## config.mk

```make
export PLATFORM = sky130hd
export DESIGN_NAME = ers_cost
export DESIGN_NICKNAME = d
export VERILOG_FILES = /design/src/design/ers_pkg.sv /design/src/design/ers_cost.sv
export SDC_FILE = /design/constraint.sdc
export NUM_CORES = 1
export LEC_CHECK = 0
export ABC_AREA = 1
export ABC_CLOCK_PERIOD_IN_PS = 12500
export BUFFER_PORTS_ARGS = -buffer_cell sky130_fd_sc_hd__buf_2
export CAP_MARGIN = 20
export CORE_MARGIN = 5
export CORE_UTILIZATION = 65
export DETAILED_ROUTE_END_ITERATION = 7
export GPL_ROUTABILITY_DRIVEN = 0
export PLACE_DENSITY = 0.87
export SLEW_MARGIN = 20
export SYNTH_ARGS = -nofsm -noshare
export SYNTH_HDL_FRONTEND = slang
export SYNTH_SLANG_ARGS = --single-unit
```

## constraint.sdc

```tcl
create_clock -name i_clk -period 12.5 [get_ports i_clk]
set_clock_uncertainty 0.2 [all_clocks]
set_input_delay 0 -clock i_clk [delete_from_list [all_inputs] [get_ports i_clk]]
set_output_delay 0 -clock i_clk [all_outputs]
set_load 0.01 [all_outputs]
```

## src/design/ers_pkg.sv

```systemverilog
// Shared types, constants and widths of the edge row SSD top-three matcher.
`timescale 1ns / 1ps

package ers_pkg;

    localparam int ROW_PIXELS_DEF = 512;
    localparam int PIX_IDX_W      = 9;
    localparam int COLOR_W        = 24;
    localparam int ID_W           = 17;
    localparam int DIFF_W         = 27;
    localparam int SQ_W           = 16;

    localparam logic [DIFF_W-1:0] SENTINEL_DIFF   = DIFF_W'(100000000);
    localparam logic [DIFF_W-1:0] THRESHOLD_RESET = DIFF_W'(8000);
    localparam logic [DIFF_W-1:0] DIFF_MAX        = {DIFF_W{1'b1}};

    typedef enum logic {
        OP_LOAD    = 1'b0,
        OP_COMPARE = 1'b1
    } t_op;

    typedef struct packed {
        t_op                  op;
        logic [PIX_IDX_W-1:0] pixel_index;
        logic [COLOR_W-1:0]   pixel_color;
        logic [ID_W-1:0]      item_id;
        logic                 last_pixel;
        logic                 last_candidate;
    } t_in_beat;

    typedef struct packed {
        logic [ID_W-1:0]   candidate_id;
        logic [DIFF_W-1:0] candidate_diff;
        logic              exceeds_threshold;
        logic [ID_W-1:0]   best_id;
        logic [DIFF_W-1:0] best_sum;
        logic [ID_W-1:0]   second_id;
        logic [DIFF_W-1:0] second_sum;
        logic [ID_W-1:0]   third_id;
        logic [DIFF_W-1:0] third_sum;
        logic              self_match;
        logic              final_res;
    } t_out_beat;

    // What one ranking cell hands to its right-hand neighbor.
    typedef struct packed {
        logic              lt;
        logic [ID_W-1:0]   id;
        logic [DIFF_W-1:0] diff;
    } t_rank_link;

    typedef enum logic [2:0] {
        ST_IDLE,
        ST_SQUARE,
        ST_ACCUM,
        ST_RANK,
        ST_EMIT
    } t_state;

endpackage

```

## src/design/ers_cost.sv

```systemverilog
// Per-pixel cost stage: registered squares of the three channel differences.
`timescale 1ns / 1ps

module ers_cost (
    input  logic                                        i_clk,
    input  logic                                        i_en,
    input  logic [ers_pkg::COLOR_W-1:0]                 i_query,
    input  logic [ers_pkg::COLOR_W-1:0]                 i_cand,
    output logic [2:0][ers_pkg::SQ_W-1:0]               o_sq
);
    import ers_pkg::*;

    logic [2:0][SQ_W-1:0] r_sq;
    logic [2:0][SQ_W-1:0] n_sq;

    always_comb begin
        logic [7:0] a;
        logic [7:0] b;
        logic [7:0] d;
        for (int c = 0; c < 3; c++) begin
            a = i_query[c*8 +: 8];
            b = i_cand[c*8 +: 8];
            d = (a > b) ? (a - b) : (b - a);
            n_sq[c] = SQ_W'(d) * SQ_W'(d);
        end
    end

    always_ff @(posedge i_clk) begin
        if (i_en) begin
            r_sq <= n_sq;
        end
    end

    assign o_sq = r_sq;

endmodule

```

==> flow_summary_export.csv <==
group,metric,value,unit
min_path,min_path_type,"input port to register",
floorplan,die_x,125,microns
worst_setup_path,crit_fanout,9,
synth,synthMuxAreaShare,0.116,%
worst_setup_path,critPathKind,"input port to register",
floorplan,die_y,125,microns
synth,yosysSeqAreaShare,15.6,%
drt,top_layer,"met4",
grt,antenna_found_initial,0,
min_path,hp-start,"i_cand[8]",
drt,routed-wl-met2,8500,microns
floorplan,rows,42,
drt,drt-initial-drc-count,429,
grt,track_usage,22.1,%
synth,synth_warnings,0,
floorplan,initial_core_util,65.9,%
layout,largest_reg_flops,45,
cts,post_cts_buffers,0,
synth,syn_inst,1099,
place,port_buffers,94,
layout,drive_gt1_share,14.5,%
timing,fmax,0.179,GHz
floorplan,dieArea,15700,sq um
run,max-cap-violations,0,
floorplan,io_pins,98,
place,dpl_worst_slack,6690,ps
grt,overflow,0,
drt,drt_pre_antenna_iters,5,
worst_setup_path,critPathMostFrequentCell,"inv_1",
timing,setup_tns,0,ps
worst_setup_path,slowest_stage,"fa_1",
cts,cts_tree,"done",
worst_setup_path,arrival,5420,ps
synth,synthesis.area,8660,sq um
timing,rsz0062_at_grt,"false",
timing,setup_viol_count_final,0,
cts,cts.path.max_buffers,2,
worst_setup_path,crit_path_end_kind,"register",
worst_setup_path,crit_family,"adder cells",
synth,yosys.area_share.simple,21.3,%
layout,mostFrequentLayoutCell,"inv_1",
cts,clkSinkCount,45,
cts,cts_made_buffers,5,
timing,hold_violations,0,
layout,n_antenna_cell,0,
drt,antenna_left,0,
drt,via_per_inst,5.23,
synth,netlist-cell-type-count,39,
timing,drv_slew,0,
cts,cts_resized,0,
worst_setup_path,slowest_delay,560,ps
outcome,status,"finished clean",
timing,min_period_over_period,44.7,%
synth,synth_top_family_by_area,"adder cells",
drt,vias,7123,
grt,grt_max_degree,46,
timing,layout_setup_ws,6910,ps
drt,drc,0,
floorplan,coreArea,13100,sq um
layout,final_nets,1448,
drt,route.met3.wl,1110,microns
cts,root_buffer,"clkbuf_16",
worst_setup_path,crit_required,12330,ps
synth,ys_ff_latch,45,
cts,htreeDepth,2,
synth,synth-xor-area-share,7.08,%
layout,nFillCells,1054,
place,post-dp-hpwl,14600,microns
cts,cts_hold_buf,0,
grt,grt_pass1_vias,7038,
synth,yosys.area_share.adder,37.5,%
synth,synth_compound_area_share,6.16,%
drt,m1WireLength,7200,microns
cts,cts.clk_slew.worst_paths,70,ps
layout,syn2layout_area_growth,8.50,%
timing,slew_headroom,29.5,%
timing,fin_crit,5590,ps
timing,worst_pin_slew,1060,ps
drt,routedWlPerCell,12.6,microns
worst_setup_path,crit_buf_inv,8,
worst_setup_path,critPathLaunchType,"input port",
drt,routed_wl,17200,microns
grt,grt_first_pass_wirelength,29900,microns
layout,layout_common_cells,"inv_1, nand2_1, ha_1",
layout,postLayoutCoreUtil,71.5,%
synth,avgSynthCellArea,7.88,sq um
worst_setup_path,crit_start,"i_query[0]",
[synthesized netlist by cell type]
master	instances	area, sq um
nand4_1	7	43.8
o21ai_1	3	15.0
nor2_8	1	20.0
a21oi_1	57	285
a21o_1	3	22.5
o21bai_1	4	30.0
nor2_2	6	37.5
o21a_1	1	7.51
buf_2	3	15.0
nand2_4	11	124
nor3_2	1	10.0
o21ai_0	20	100
nand3_1	42	210
nand3_2	2	20.0
inv_2	12	45.0
clkbuf_1	3	11.3
a21oi_2	1	8.76
or2_2	1	6.26
xnor2_1	30	263
buf_6	3	33.8
edfxtp_1	45	1350
o21ai_2	3	26.3
conb_1	1	3.75
a21boi_0	1	7.51
nor3_1	6	30.0
nor2_1	93	349
and2_1	1	6.26
nor2_4	5	56.3
o31ai_1	1	7.51
buf_4	7	52.6
inv_1	234	878
nand2_2	24	150
inv_4	3	18.8
fa_1	79	1580
a211oi_1	3	22.5
xor2_1	40	350
mux2i_1	1	10.0
nand2_1	208	781
ha_1	133	1660
[per-stage QoR]
step | cells | area [sq um] | hold WS [ps]
after global placement | 1355 | 9240 | 211
after floorplan | 1101 | 8660 | -87.5
final | 1363 | 9390 | 168
after global routing | 1363 | 9390 | 221
after detailed placement | 1355 | 9240 | 211
after CTS | 1363 | 9390 | 181
[cell type report]
cell class | count | area, sq um | area share [%]
Multi-Input combinational cell | 791 | 6260 | 66.6
Sequential cell | 45 | 1350 | 14.4
Inverter | 249 | 942 | 10.0
Timing Repair Buffer | 94 | 470 | 5.01
Tap cell | 176 | 220 | 2.34
Clock buffer | 5 | 125 | 1.33
Clock inverter | 3 | 25.0 | 0.266
[per-layer routing]
layer  vias to the layer above  global-route usage [%]
met5                         -                       0
met4                         0                    5.61
met3                        31                    3.20
met2                       226                    39.7
met1                      3312                    28.0
li1                       3554                       -
[logic make-up (layout without fill, tap and decap cells)]
group                    count (synthesis)  count (layout)
AND/OR/NAND/NOR                        408             408
buffers and inverters                  265             351
adder cells (fa/ha/maj)                212             212
AO/OA/AOI/OAI                           97              97
XOR/XNOR                                70              70
flip-flops                              45              45
other                                    1               3
multiplexers                             1               1
[path summary, 6_finish.rpt]
path	to	slack [ps]	cells past startpoint
hold / removal	o_sq[16]$_DFFE_PP_	170	3
setup / recovery	o_sq[13]$_DFFE_PP_	6910	28
Power is left out: the tool's default activity adds up to more than one toggle a clock period on the data nets, which glitch-free logic cannot reach.
