==> src/design/ers_pkg.sv <==
// Shared types, constants and widths of the edge row SSD top-three matcher.
`timescale 1ns / 1ps

package ers_pkg;

    localparam int ROW_PIXELS_DEF = 512;
    localparam int PIX_IDX_W      = 9;
    localparam int COLOR_W        = 24;
    localparam int ID_W           = 17;
    localparam int DIFF_W         = 27;
    localparam int SQ_W           = 16;

    localparam logic [DIFF_W-1:0] SENTINEL_DIFF   = DIFF_W'(100000000);
    localparam logic [DIFF_W-1:0] THRESHOLD_RESET = DIFF_W'(8000);
    localparam logic [DIFF_W-1:0] DIFF_MAX        = {DIFF_W{1'b1}};

    typedef enum logic {
        OP_LOAD    = 1'b0,
        OP_COMPARE = 1'b1
    } t_op;

    typedef struct packed {
        t_op                  op;
        logic [PIX_IDX_W-1:0] pixel_index;
        logic [COLOR_W-1:0]   pixel_color;
        logic [ID_W-1:0]      item_id;
        logic                 last_pixel;
        logic                 last_candidate;
    } t_in_beat;

    typedef struct packed {
        logic [ID_W-1:0]   candidate_id;
        logic [DIFF_W-1:0] candidate_diff;
        logic              exceeds_threshold;
        logic [ID_W-1:0]   best_id;
        logic [DIFF_W-1:0] best_sum;
        logic [ID_W-1:0]   second_id;
        logic [DIFF_W-1:0] second_sum;
        logic [ID_W-1:0]   third_id;
        logic [DIFF_W-1:0] third_sum;
        logic              self_match;
        logic              final_res;
    } t_out_beat;

    // What one ranking cell hands to its right-hand neighbor.
    typedef struct packed {
        logic              lt;
        logic [ID_W-1:0]   id;
        logic [DIFF_W-1:0] diff;
    } t_rank_link;

    typedef enum logic [2:0] {
        ST_IDLE,
        ST_SQUARE,
        ST_ACCUM,
        ST_RANK,
        ST_EMIT
    } t_state;

endpackage

==> src/design/ers_rank_cell.sv <==
// One slot of the ranked best-three chain; shifts toward the right on insert.
`timescale 1ns / 1ps

module ers_rank_cell (
    input  logic                         i_clk,
    input  logic                         i_rst_n,
    input  logic                         i_clear,
    input  logic [ers_pkg::ID_W-1:0]     i_clear_id,
    input  logic                         i_insert,
    input  logic [ers_pkg::ID_W-1:0]     i_cand_id,
    input  logic [ers_pkg::DIFF_W-1:0]   i_cand_diff,
    input  ers_pkg::t_rank_link          i_left,
    output ers_pkg::t_rank_link          o_right
);
    import ers_pkg::*;

    logic [ID_W-1:0]   r_id;
    logic [DIFF_W-1:0] r_diff;
    logic              lt;

    assign lt = (i_cand_diff < r_diff);

    always_ff @(posedge i_clk) begin
        if (!i_rst_n) begin
            r_id   <= '0;
            r_diff <= SENTINEL_DIFF;
        end else if (i_clear) begin
            r_id   <= i_clear_id;
            r_diff <= SENTINEL_DIFF;
        end else if (i_insert && lt) begin
            // The slot to the left also lost to the candidate: take its old entry.
            if (i_left.lt) begin
                r_id   <= i_left.id;
                r_diff <= i_left.diff;
            end else begin
                r_id   <= i_cand_id;
                r_diff <= i_cand_diff;
            end
        end
    end

    assign o_right = '{lt: lt, id: r_id, diff: r_diff};

endmodule

==> config.mk <==
export PLATFORM = sky130hd
export DESIGN_NAME = ers_rank_cell
export DESIGN_NICKNAME = d
export VERILOG_FILES = /design/src/design/ers_pkg.sv /design/src/design/ers_rank_cell.sv
export SDC_FILE = /design/constraint.sdc
export NUM_CORES = 1
export LEC_CHECK = 0
export BUFFER_PORTS_ARGS = -buffer_cell sky130_fd_sc_hd__buf_2
export CORE_MARGIN = 2
export CORE_UTILIZATION = 50
export DETAILED_ROUTE_END_ITERATION = 10
export MAX_ROUTING_LAYER = met4
export PLACE_DENSITY = 0.87
export SLEW_MARGIN = 40
export SYNTH_ARGS = -nofsm -noshare
export SYNTH_HDL_FRONTEND = slang
export SYNTH_SLANG_ARGS = --single-unit
==> constraint.sdc <==
create_clock -name i_clk -period 6 [get_ports i_clk]
set_clock_uncertainty 0.2 [all_clocks]
set_input_delay 0.3 -clock i_clk [delete_from_list [all_inputs] [get_ports i_clk]]
set_output_delay 0.3 -clock i_clk [all_outputs]
set_load 0.02 [all_outputs]
==> flow_metrics.env <==
export IMPL_via_per_inst=5.59
export IMPL_synthMuxAreaShare=0.156
export IMPL_synth_area_sq_mm=0.00306
export IMPL_antenna_found_initial=0
export IMPL_fin_tns_setup_ps=0
export IMPL_crit_arrival_ps=2720
export IMPL_path_cells="inv_1 -> ha_1 -> nand4_2 -> nor2_1 -> or3_4 -> o311a_2 -> nor4_1 -> buf_2"
export IMPL_finalNetCount=613
export IMPL_power_density_mw_per_mm2=193
export IMPL_worst_hold_slack_ps=8.70
export IMPL_criticalPathCategory="reg2out"
export IMPL_core_sq_mm=0.00592
export IMPL_async_flop_share=0
export IMPL_setup_violations_final=0
export IMPL_status="finished, final reports clean"
export IMPL_multi_input_area_sq_mm=0.00193
export IMPL_die_area_sq_mm=0.00676
export IMPL_finalPower_mw=0.756
export IMPL_fin_crit_ps=3220
export IMPL_regArea_sq_um=881
export IMPL_highest_layer="met4"
export IMPL_synth_edf_count=0
export IMPL_grt_pass1_wl_um=13300
export IMPL_cts_tree="done"
export IMPL_grt_total_usage=0.262
export IMPL_slew_limit_headroom=0.565
export IMPL_synthCells=337
export IMPL_clock_latency_ps=300
export IMPL_final_cell_mix="154 x buf_2, 44 x dfxtp_1, 41 x a21oi_1"
export IMPL_dr_wl_met3_um=504
export IMPL_synth_xor_area_frac=0
export IMPL_ys_ff_latch=44
export IMPL_initialDrtViolationCount=125
export IMPL_synth_top_cells_by_area="dfxtp_1 29%, mux2_2 11%, ha_1 11%"
export IMPL_first_pass_iters=4
export IMPL_clockBufferDepth=2
export IMPL_wl_met1_um=3480
export IMPL_path_clk_slew_ps=80
export IMPL_final_hold_viol_count=0
export IMPL_path_max_fanout=19
export IMPL_synth_area_leader_cell="dfxtp_1"
export IMPL_cts_sinks=44
export IMPL_yosysUniqueCellTypes=43
export IMPL_hp_class="in2reg"
export IMPL_antenna_cells=0
export IMPL_synth_compound_area_frac=0.261
export IMPL_slowest_delay_ps=630
export IMPL_grt_pass1_vias=2966
export IMPL_yosys_warnings=0
export IMPL_die_x_um=82.2
export IMPL_max_freq_ghz=0.310
export IMPL_rsz0062_at_grt="false"
export IMPL_worst_path_max_delay_cell="o311a_2"
export IMPL_syn2layout_area_growth_pct=27.8
export IMPL_initial_utilization=0.517
export IMPL_cp_end_kind="primary output"
export IMPL_worst_ep_required_time_ps=5500
export IMPL_wire_per_inst_um=15.7
export IMPL_h_tree_depth=2
export IMPL_drv_cap=0
export IMPL_io_pins=155
export IMPL_dp_hpwl_um=6450
export IMPL_avgSynthCellArea_sq_um=9.08
export IMPL_rows=28
export IMPL_die_y_um=82.2
export IMPL_antenna_left=0
export IMPL_timing_final_crit_share=0.537
export IMPL_cts_buffers=5
export IMPL_yosys_area_share_simple=0.106
export IMPL_routed_wl_um=8670
export IMPL_drc=0
export IMPL_synthAdderAreaFrac=0.106
export IMPL_report_final_slew_viol_count=0
export IMPL_fill_cells=495
export IMPL_wl_met2_um=4480
export IMPL_utilization=0.661
export IMPL_final_common_cell="buf_2"
export IMPL_grt_max_degree=45
export IMPL_critPathLaunchType="flop"
export IMPL_syn_nets=473
export IMPL_drive_above_1_share=0.457
export IMPL_synth_ff_type="dfxtp_1"
export IMPL_io_buffers=154
export IMPL_worst_pin_slew_ps=653
export IMPL_gp_congestion=0.783
export IMPL_route_vias_total=3085
export IMPL_peakVddDrop_mv=0.0905
export IMPL_root_buffer="clkbuf_8"
export IMPL_ys_seq_area_frac=0.288
export IMPL_synth_top_area_frac=0.288
export IMPL_static_leakage_power_nw=1.87
export IMPL_overflow=0
export IMPL_synth_top_family_by_area="compound AO/OA/AOI/OAI gates"
export IMPL_cts_setup_buffers=0
==> cell type report <==
| class | count | area share |
|---|---|---|
| Sequential cell | 44 | 0.225 |
| Clock buffer | 7 | 0.0246 |
| Multi-Input combinational cell | 240 | 0.493 |
| Timing Repair Buffer | 159 | 0.207 |
| Inverter | 27 | 0.0259 |
| Tap cell | 75 | 0.0240 |
==> worst paths after layout <==
| path | depth (start not counted) | from | slack, ps | endpoint |
|---|---|---|---|---|
| setup / recovery | 8 | r_diff[9] | 2780 | o_right[44] |
| hold / removal | 3 | i_clear_id[0] | 9 | r_id[0] |
| setup reg to reg | 9 | r_diff[17] | 3020 | r_diff[17] |
| hold reg to reg | 2 | r_id[16] | 310 | r_id[16] |
==> flip-flops by register name, summed over array words and instances, names as in the netlist <==
signal / flops
r_diff: 27
r_id: 17
==> power breakdown <==
part           switching, mW  leakage (nW)  total [mW]  internal, mW
Clock                 0.0978        0.0503       0.200         0.103
Combinational          0.130          1.46       0.232         0.102
Sequential            0.0114         0.362       0.323         0.312
Total                  0.239          1.87       0.756         0.516
==> synthesized netlist by cell type (all sizes together) (2+ instances only) <==
| master | n |
|---|---|
| a211oi | 15 |
| clkbuf | 14 |
| o211ai | 12 |
| nor2 | 5 |
| o31ai | 17 |
| nand4 | 4 |
| nand2 | 23 |
| buf | 12 |
| and2 | 2 |
| mux2 | 29 |
| inv | 27 |
| dfxtp | 44 |
| a21oi | 42 |
| nand2b | 2 |
| nor3 | 2 |
| nand3 | 14 |
| mux2i | 15 |
| ha | 26 |
| o21ai | 19 |
==> timing repair <==
action | in CTS | in global routing
gates resized for setup | 0 | 0
hold buffers | 1 | 0
hold endpoints to repair | 1 | 0
endpoints found under the setup margin | 0 | 0
==> kinds of logic after synthesis <==
| logic type | after synthesis |
|---|---|
| AND/OR/NAND/NOR | 57 |
| multiplexers | 44 |
| buffers and inverters | 53 |
| AO/OA/AOI/OAI | 113 |
| flip-flops | 44 |
| adder cells (fa/ha/maj) | 26 |
==> worst max-delay path, delay by kind of cell, from the launching register on <==
kind	cells	cell delay [ps]
adders and majority gates	1	320
buffers and inverters	2	270
and+or+nand+nor	4	840
DFF	1	370
AOI/OAI and AO/OA	1	630
==> metrics by stage <==
stage          setup WS, ps  area [sq um]  cells
2_1_floorplan          3160          3060    337
3_3_place_gp           2910          3800    544
3_5_place_dp           3000          3810    544
4_1_cts                2770          3910    552
5_1_grt                2640          3910    552
6_report               2780          3910    552
==> routing by layer <==
layer / track usage / vias up
met5: - / -
met4: 0.117 / 0
met3: 0.0337 / 15
met2: 0.466 / 117
met1: 0.292 / 1431
li1: - / 1522
Power figures use the tool's default switching activity.
