--- config.mk ---
export PLATFORM = sky130hd
export DESIGN_NAME = ers_ram
export DESIGN_NICKNAME = d
export VERILOG_FILES = /design/src/design/ers_ram.sv
export SDC_FILE = /design/constraint.sdc
export NUM_CORES = 1
export LEC_CHECK = 0
export BUFFER_PORTS_ARGS = -buffer_cell sky130_fd_sc_hd__buf_2
export CAP_MARGIN = 10
export CORE_MARGIN = 2
export CORE_UTILIZATION = 60
export DETAILED_ROUTE_END_ITERATION = 12
export HOLD_SLACK_MARGIN = 0.06
export PLACE_DENSITY_LB_ADDON = 0.15
export SLEW_MARGIN = 20
export SYNTH_ARGS = -nofsm -noshare
export SYNTH_HDL_FRONTEND = slang
export SYNTH_SLANG_ARGS = --single-unit
export TNS_END_PERCENT = 10
--- constraint.sdc ---
create_clock -name i_clk -period 2.2 [get_ports i_clk]
set_input_delay 0.22 -clock i_clk [delete_from_list [all_inputs] [get_ports i_clk]]
set_output_delay 0.22 -clock i_clk [all_outputs]
set_load 0.005 [all_outputs]
--- src/design/ers_ram.sv ---
// Generic single-port-write, single-port-read RAM with registered read data.
`timescale 1ns / 1ps

module ers_ram #(
    parameter  int WIDTH = 8,
    parameter  int DEPTH = 16,
    localparam int AW    = (DEPTH > 1) ? $clog2(DEPTH) : 1
) (
    input  logic             i_clk,
    input  logic             i_we,
    input  logic [AW-1:0]    i_waddr,
    input  logic [WIDTH-1:0] i_wdata,
    input  logic             i_re,
    input  logic [AW-1:0]    i_raddr,
    output logic [WIDTH-1:0] o_rdata
);

    logic [WIDTH-1:0] r_mem [DEPTH];
    logic [WIDTH-1:0] r_rdata;

    always_ff @(posedge i_clk) begin
        if (i_we) begin
            r_mem[i_waddr] <= i_wdata;
        end
        if (i_re) begin
            r_rdata <= r_mem[i_raddr];
        end
    end

    assign o_rdata = r_rdata;

endmodule

==> impl_metrics.csv, run 1 <==
group,metric,value,unit
status,status,"finished clean",
logic_synthesis,synth_xor_area_share,0,%
cts,cts_tree,"yes",
logic_synthesis,yosysSeqAreaShare,78.1,%
pwr,p_leak,2.08,nW
placed_design,port_buffers,26,
sta,slew_headroom,50.3,%
logic_synthesis,yosysUniqueCellTypes,18,
global_route,grt_usage,21.9,%
sta,tightest_slew,0.743,ns
routing,wire_per_inst,23.3,um
sta,min_period,1.48,ns
logic_synthesis,avgSynthCellArea,22.8,um2
pwr,power_frac_clock,44.8,%
final_layout,diodes,0,
final_layout,final_common_cell,"edfxtp_1",
routing,drt-total-wl,9.42,mm
die,ioPinCount,27,
critical_path,cp_max_fo,1,
pwr,p_sw_share,20.1,%
global_route,grt_max_degree,20,
cts,cts.sinks,136,
global_route,antenna_found_initial,0,
sta,finalSetupViolCount,0,
cts,postCtsResizedCells,0,
die,dieArea,9480,um2
routing,ant_nets,0,
sta,timing.final.crit_share,67.1,%
logic_synthesis,synth.area.mux_share,14.8,%
final_layout,drive_above_1_share,31.6,%
logic_synthesis,synthSimpleGateAreaFrac,3.14,%
logic_synthesis,ys_warn_count,0,
logic_synthesis,synthCells,229,
placed_design,hpwl,5.99,mm
placed_design,dp_slack,0.281,ns
sta,fin_tns_setup,0,ns
routing,dr.pass1.iters,4,
die,core_area,8590,um2
sta,rsz0062_at_grt,"false",
critical_path,cp-start-kind,"flip-flop",
logic_synthesis,synth.cell_area,5230,um2
sta,fin_ws,0.724,ns
cts,cts_buffer_depth,2,
global_route,grt_pass1_vias,2547,
cts,hold_buffers,0,
logic_synthesis,synth_top_family_by_area,"multiplexers",
final_layout,synthToLayoutAreaGrowth,17.2,%
critical_path,slowest_delay,0.50,ns
final_layout,final_cell_mix,"136 x edfxtp_1, 26 x buf_2, 20 x buf_4",
final_layout,num-nets-final,304,
cts,clk_latency,0.51,ns
logic_synthesis,synthesis.nets,248,
routing,routed.top_layer,"met4",
cts,postCtsSetupRepairBufs,0,
routing,route.met2.wl,4.81,mm
sta,skew,0.00763,ns
routing,vias,2474,
critical_path,critPathCaptureType,"flip-flop",
placed_design,gp_congestion,0.723,
cts,cts_made_buffers,17,
critical_path,crit_chain,"mux4_1, a22oi_1, nand2_1",
die,die_h,97.3,um
global_route,grt_pass1_wl,14.7,mm
pwr,share_comb_of_total_power,4.5,%
routing,drt-met1-wl,3.84,mm
routing,via_per_inst,6.11,
pwr,power_density,946,nW/um2
critical_path,cp_data_arrival_time,1.73,ns
pwr,p_seq_share,50.7,%
pwr,p_int,4.63,mW
logic_synthesis,synth_seq_cells,136,
cts,cts_root_buffer,"clkbuf_8",
critical_path,critPathRequiredTime,2.46,ns
die,die_w,97.3,um
sta,fmax,678,MHz
cts,htreeDepth,4,
cts,clk_pin_slew,0.06,ns
global_route,grt_overflow,0,
die,initial_core_util,60.8,%
critical_path,crit_type,"flip-flop to flip-flop",
routing,met3_length,693,um
flow_run,cap_viol_max_count,0,
logic_synthesis,synth_compound_area_share,2.30,%
critical_path,cp_slowest_cell,"mux4_1",
sta,hold_viol,0,
die,rows,34,
worst_hold_path,min_path_type,"input port to flip-flop",
routing,detail_route.iter0.violations,179,
pwr,peakVddDrop,0.594,mV
logic_synthesis,yosys.area_share.adder,0,%
sta,final_max_slew_viol_count,0,
pwr,switching_power,1.16,mW
routing,drc,0,
-- path summary, 6_finish.rpt --
| kind | slack [ns] | depth (start not counted) | end | from |
|---|---|---|---|---|
| setup / recovery | 0.72 | 3 | o_rdata[5] | r_mem[2][5] |
| hold / removal | 0.1 | 1 | o_rdata[3] | i_re |
| setup reg to reg | 0.72 | 3 | o_rdata[5] | r_mem[2][5] |
| hold reg to reg | 0.75 | 3 | o_rdata[3] | r_mem[15][3] |
-- cells by family after synthesis --
kind of cell           after synthesis
DFF                                136
and+or+nand+nor                     35
AOI/OAI and AO/OA                   16
muxes                               32
buffers and inverters               10
-- stage by stage --
stage	hold WS [ns]	util (%)	instance area (um2)	total power, mW	instances
4_1_cts	0.0714	71.3	6120	5.84	405
3_3_place_gp	0.604	64.9	5580	3.24	374
6_report	0.0997	71.3	6120	5.79	405
3_5_place_dp	0.610	64.9	5580	3.25	374
2_1_floorplan	0.319	-	5230	3.13	229
5_1_grt	0.0647	71.3	6120	5.97	405
-- state kept, by name (all words and copies together), names as in the netlist --
register  count
o_rdata       8
r_mem       128
-- power groups by stage --
stage	sequential, mW	combinational (mW)	clock (mW)
after floorplan	2.99	0.147	0
after CTS	2.94	0.263	2.63
after detailed placement	2.99	0.262	0
after global routing	2.94	0.282	2.74
after global placement	2.99	0.256	0
final	2.94	0.259	2.60
-- critical path: cells and delay by family (launching register included) --
| kind | cells | cell delay [ns] |
|---|---|---|
| multiplexers | 1 | 0.50 |
| AO/OA/AOI/OAI | 1 | 0.26 |
| AND/OR/NAND/NOR | 1 | 0.10 |
| flip-flops | 1 | 0.37 |
-- metal layers --
layer | GRT usage (%) | vias up
li1 | - | 1098
met1 | 30.6 | 1261
met2 | 34.7 | 103
met3 | 6.40 | 12
met4 | 6.41 | 0
met5 | 0 | -
-- area by class of cell --
type,count,area [um2]
Sequential cell,136,4080
Fill cell,504,2470
Multi-Input combinational cell,83,1060
Clock buffer,18,418
Timing Repair Buffer,47,300
Tap cell,108,135
Clock inverter,13,130
-- synthesized netlist by cell type --
cell type,count,share of area [%]
a22oi_1,16,2.3
and2_1,1,0.12
and2b_1,1,0.14
buf_2,3,0.29
buf_4,1,0.14
buf_6,3,0.65
clkdlybuf4s25_2,3,0.57
edfxtp_1,136,78
mux4_1,14,7.0
mux4_2,18,7.8
nand2_1,9,0.65
nand2b_1,2,0.24
nand3_1,1,0.096
nand3b_1,2,0.29
nor2_1,13,0.93
nor2b_1,1,0.12
nor3_1,4,0.38
or3b_2,1,0.17
Note: power is estimated with default switching activity, not from simulation.
==> run 2, diff against run 1 <==
--- a/config.mk
+++ b/config.mk
@@ -8,7 +8,7 @@
 export BUFFER_PORTS_ARGS = -buffer_cell sky130_fd_sc_hd__buf_2
 export CAP_MARGIN = 10
 export CORE_MARGIN = 2
-export CORE_UTILIZATION = 60
+export CORE_UTILIZATION = 54
 export DETAILED_ROUTE_END_ITERATION = 12
 export HOLD_SLACK_MARGIN = 0.06
 export PLACE_DENSITY_LB_ADDON = 0.15
==> constraint.sdc (replaced) <==
create_clock -name i_clk -period 1.35 [get_ports i_clk]
set_input_delay 0.135 -clock i_clk [delete_from_list [all_inputs] [get_ports i_clk]]
set_output_delay 0.135 -clock i_clk [all_outputs]
set_load 0.005 [all_outputs]
==> run 2 against run 1 <==
  * The run now ends with setup timing left
  * Critical path depth is the same
  * Register-to-register slack worse by 0.79 ns
  * Cell count increased by 8.1%
  * Global-route usage decreased by 0.93 points
==> impl_metrics.csv, run 2 (synthesized netlist as in run 1, its figures left out) <==
group,metric,value,unit
die,rows,35,
sta,fmax,708,MHz
global_route,grt_max_degree,19,
critical_path,cp-start-kind,"flip-flop",
critical_path,critPathCaptureType,"flip-flop",
critical_path,cp_max_fo,1,
status,status,"finished with violations",
global_route,grt_pass1_wl,14.8,mm
pwr,total_power,9.98,mW
critical_path,cp_slowest_cell,"mux4_2",
final_layout,stdcell_count,438,
placed_design,hpwl,6.01,mm
placed_design,port_buffers,26,
final_layout,final_common_cell,"edfxtp_1",
die,die_w,102,um
die,dieArea,10500,um2
global_route,use_met2,33.0,%
cts,htreeDepth,4,
sta,hold_viol,0,
routing,detail_route.iter0.violations,160,
sta,finalSetupViolCount,7,
placed_design,dp_slack,-0.327,ns
cts,postCtsSetupRepairBufs,0,
global_route,grt_pass1_vias,2574,
sta,min_period,1.41,ns
sta,skew,0.00525,ns
placed_design,place_inst,397,
sta,timing.final.crit_share,105,%
cts,cts_tree,"yes",
global_route,grt_usage,21.0,%
critical_path,crit_type,"flip-flop to flip-flop",
global_route,grt_overflow,0,
final_layout,stdcell_area,6380,um2
status,failed_checks,"setup timing",
final_layout,regMostFlops,"r_mem",
global_route,met1_usage,28.9,%
global_route,grt_busiest_layer,"met2",
sta,fin_tns_setup,-0.286,ns
routing,dr.pass1.iters,4,
routing,drc,0,
sta,slew_headroom,35.1,%
cts,cts_root_buffer,"clkbuf_8",
final_layout,drive_above_1_share,38.5,%
placed_design,gp_congestion,0.725,
final_layout,final_cell_mix,"136 x edfxtp_1, 28 x mux4_2, 26 x buf_2",
final_layout,fin_util,68.4,%
global_route,grt_use_met3,5.81,%
pwr,power_density,1560,nW/um2
sta,whs,0.200,ns
global_route,antenna_found_initial,0,
pwr,p_leak,2.14,nW
sta,tightest_slew,0.971,ns
routing,wire_per_inst,22.1,um
final_layout,num-nets-final,315,
die,core_area,9330,um2
routing,drt-total-wl,9.69,mm
flow_run,cap_viol_max_count,0,
cts,clk_pin_slew,0.06,ns
critical_path,critPathRequiredTime,1.60,ns
final_layout,diodes,0,
worst_hold_path,min_path_type,"input port to flip-flop",
sta,rsz0062_at_grt,"true",
critical_path,cp_data_arrival_time,1.66,ns
cts,cts_buffer_depth,2,
pwr,peakVddDrop,1.22,mV
final_layout,largest_register_ffs,128,
cts,cts.sinks,136,
sta,fin_ws,-0.0625,ns
placed_design,place_area,5630,um2
final_layout,synthToLayoutAreaGrowth,22.0,%
die,initial_core_util,56.0,%
critical_path,crit_chain,"mux4_2, a22oi_2, nand2_1",
routing,vias,2451,
cts,clk_latency,0.50,ns
die,die_h,102,um
die,ioPinCount,27,
critical_path,slowest_delay,0.49,ns
sta,final_max_slew_viol_count,0,
final_layout,n_fill_cell,610,
routing,ant_nets,0,
routing,via_per_inst,5.60,
cts,cts_made_buffers,17,
## run 2: cell count changes in the layout (fill, tap and decap cells not counted), sizes merged
cell         delta
dlygate4sd3     +9
buf             +2
bufinv          +2
inv             +2
clkinvlp        -1
clkbuf          -1
clkinv          -1
## run 2: per-layer routing
layer	vias up	wire length [um]
li1	1107	-
met1	1257	4240
met2	76	4780
met3	11	528
met4	0	142
met5	-	0
## run 2: worst max-delay path, delay by kind of cell, from the launching register on
family | cells | cell delay [ns]
mux | 1 | 0.49
flops | 1 | 0.37
compound gates | 1 | 0.21
simple gates | 1 | 0.09
## run 2: area by class of cell
class,count,area [um2],area share (%)
clock buffers,17,414,6.50
flip-flops and latches,136,4080,64.1
repair buffers,58,443,6.95
clock inverters,15,199,3.12
multi-input cells,83,1070,16.9
well taps,129,161,2.53
## run 2: worst paths after layout
| check | from | end | slack (ns) | cells past startpoint |
|---|---|---|---|---|
| worst max-delay path | r_mem[3][3] | o_rdata[3] | -0.06 | 3 |
| worst min-delay path | i_waddr[0] | r_mem[4][0] | 0.20 | 3 |
| worst max register to register | r_mem[3][3] | o_rdata[3] | -0.06 | 3 |
| worst min register to register | r_mem[4][1] | o_rdata[1] | 0.76 | 3 |
## run 2: power breakdown
part	total, mW	internal (mW)	switching, mW
Sequential	4.78	4.76	0.0243
Combinational	0.494	0.231	0.263
Clock	4.70	3.01	1.69
## run 2: timing repair
item	in CTS	in global routing
endpoints found under the setup margin	8	8
gates resized for setup	8	5
hold endpoints to repair	136	0
hold buffers	9	0
pin swaps	4	2
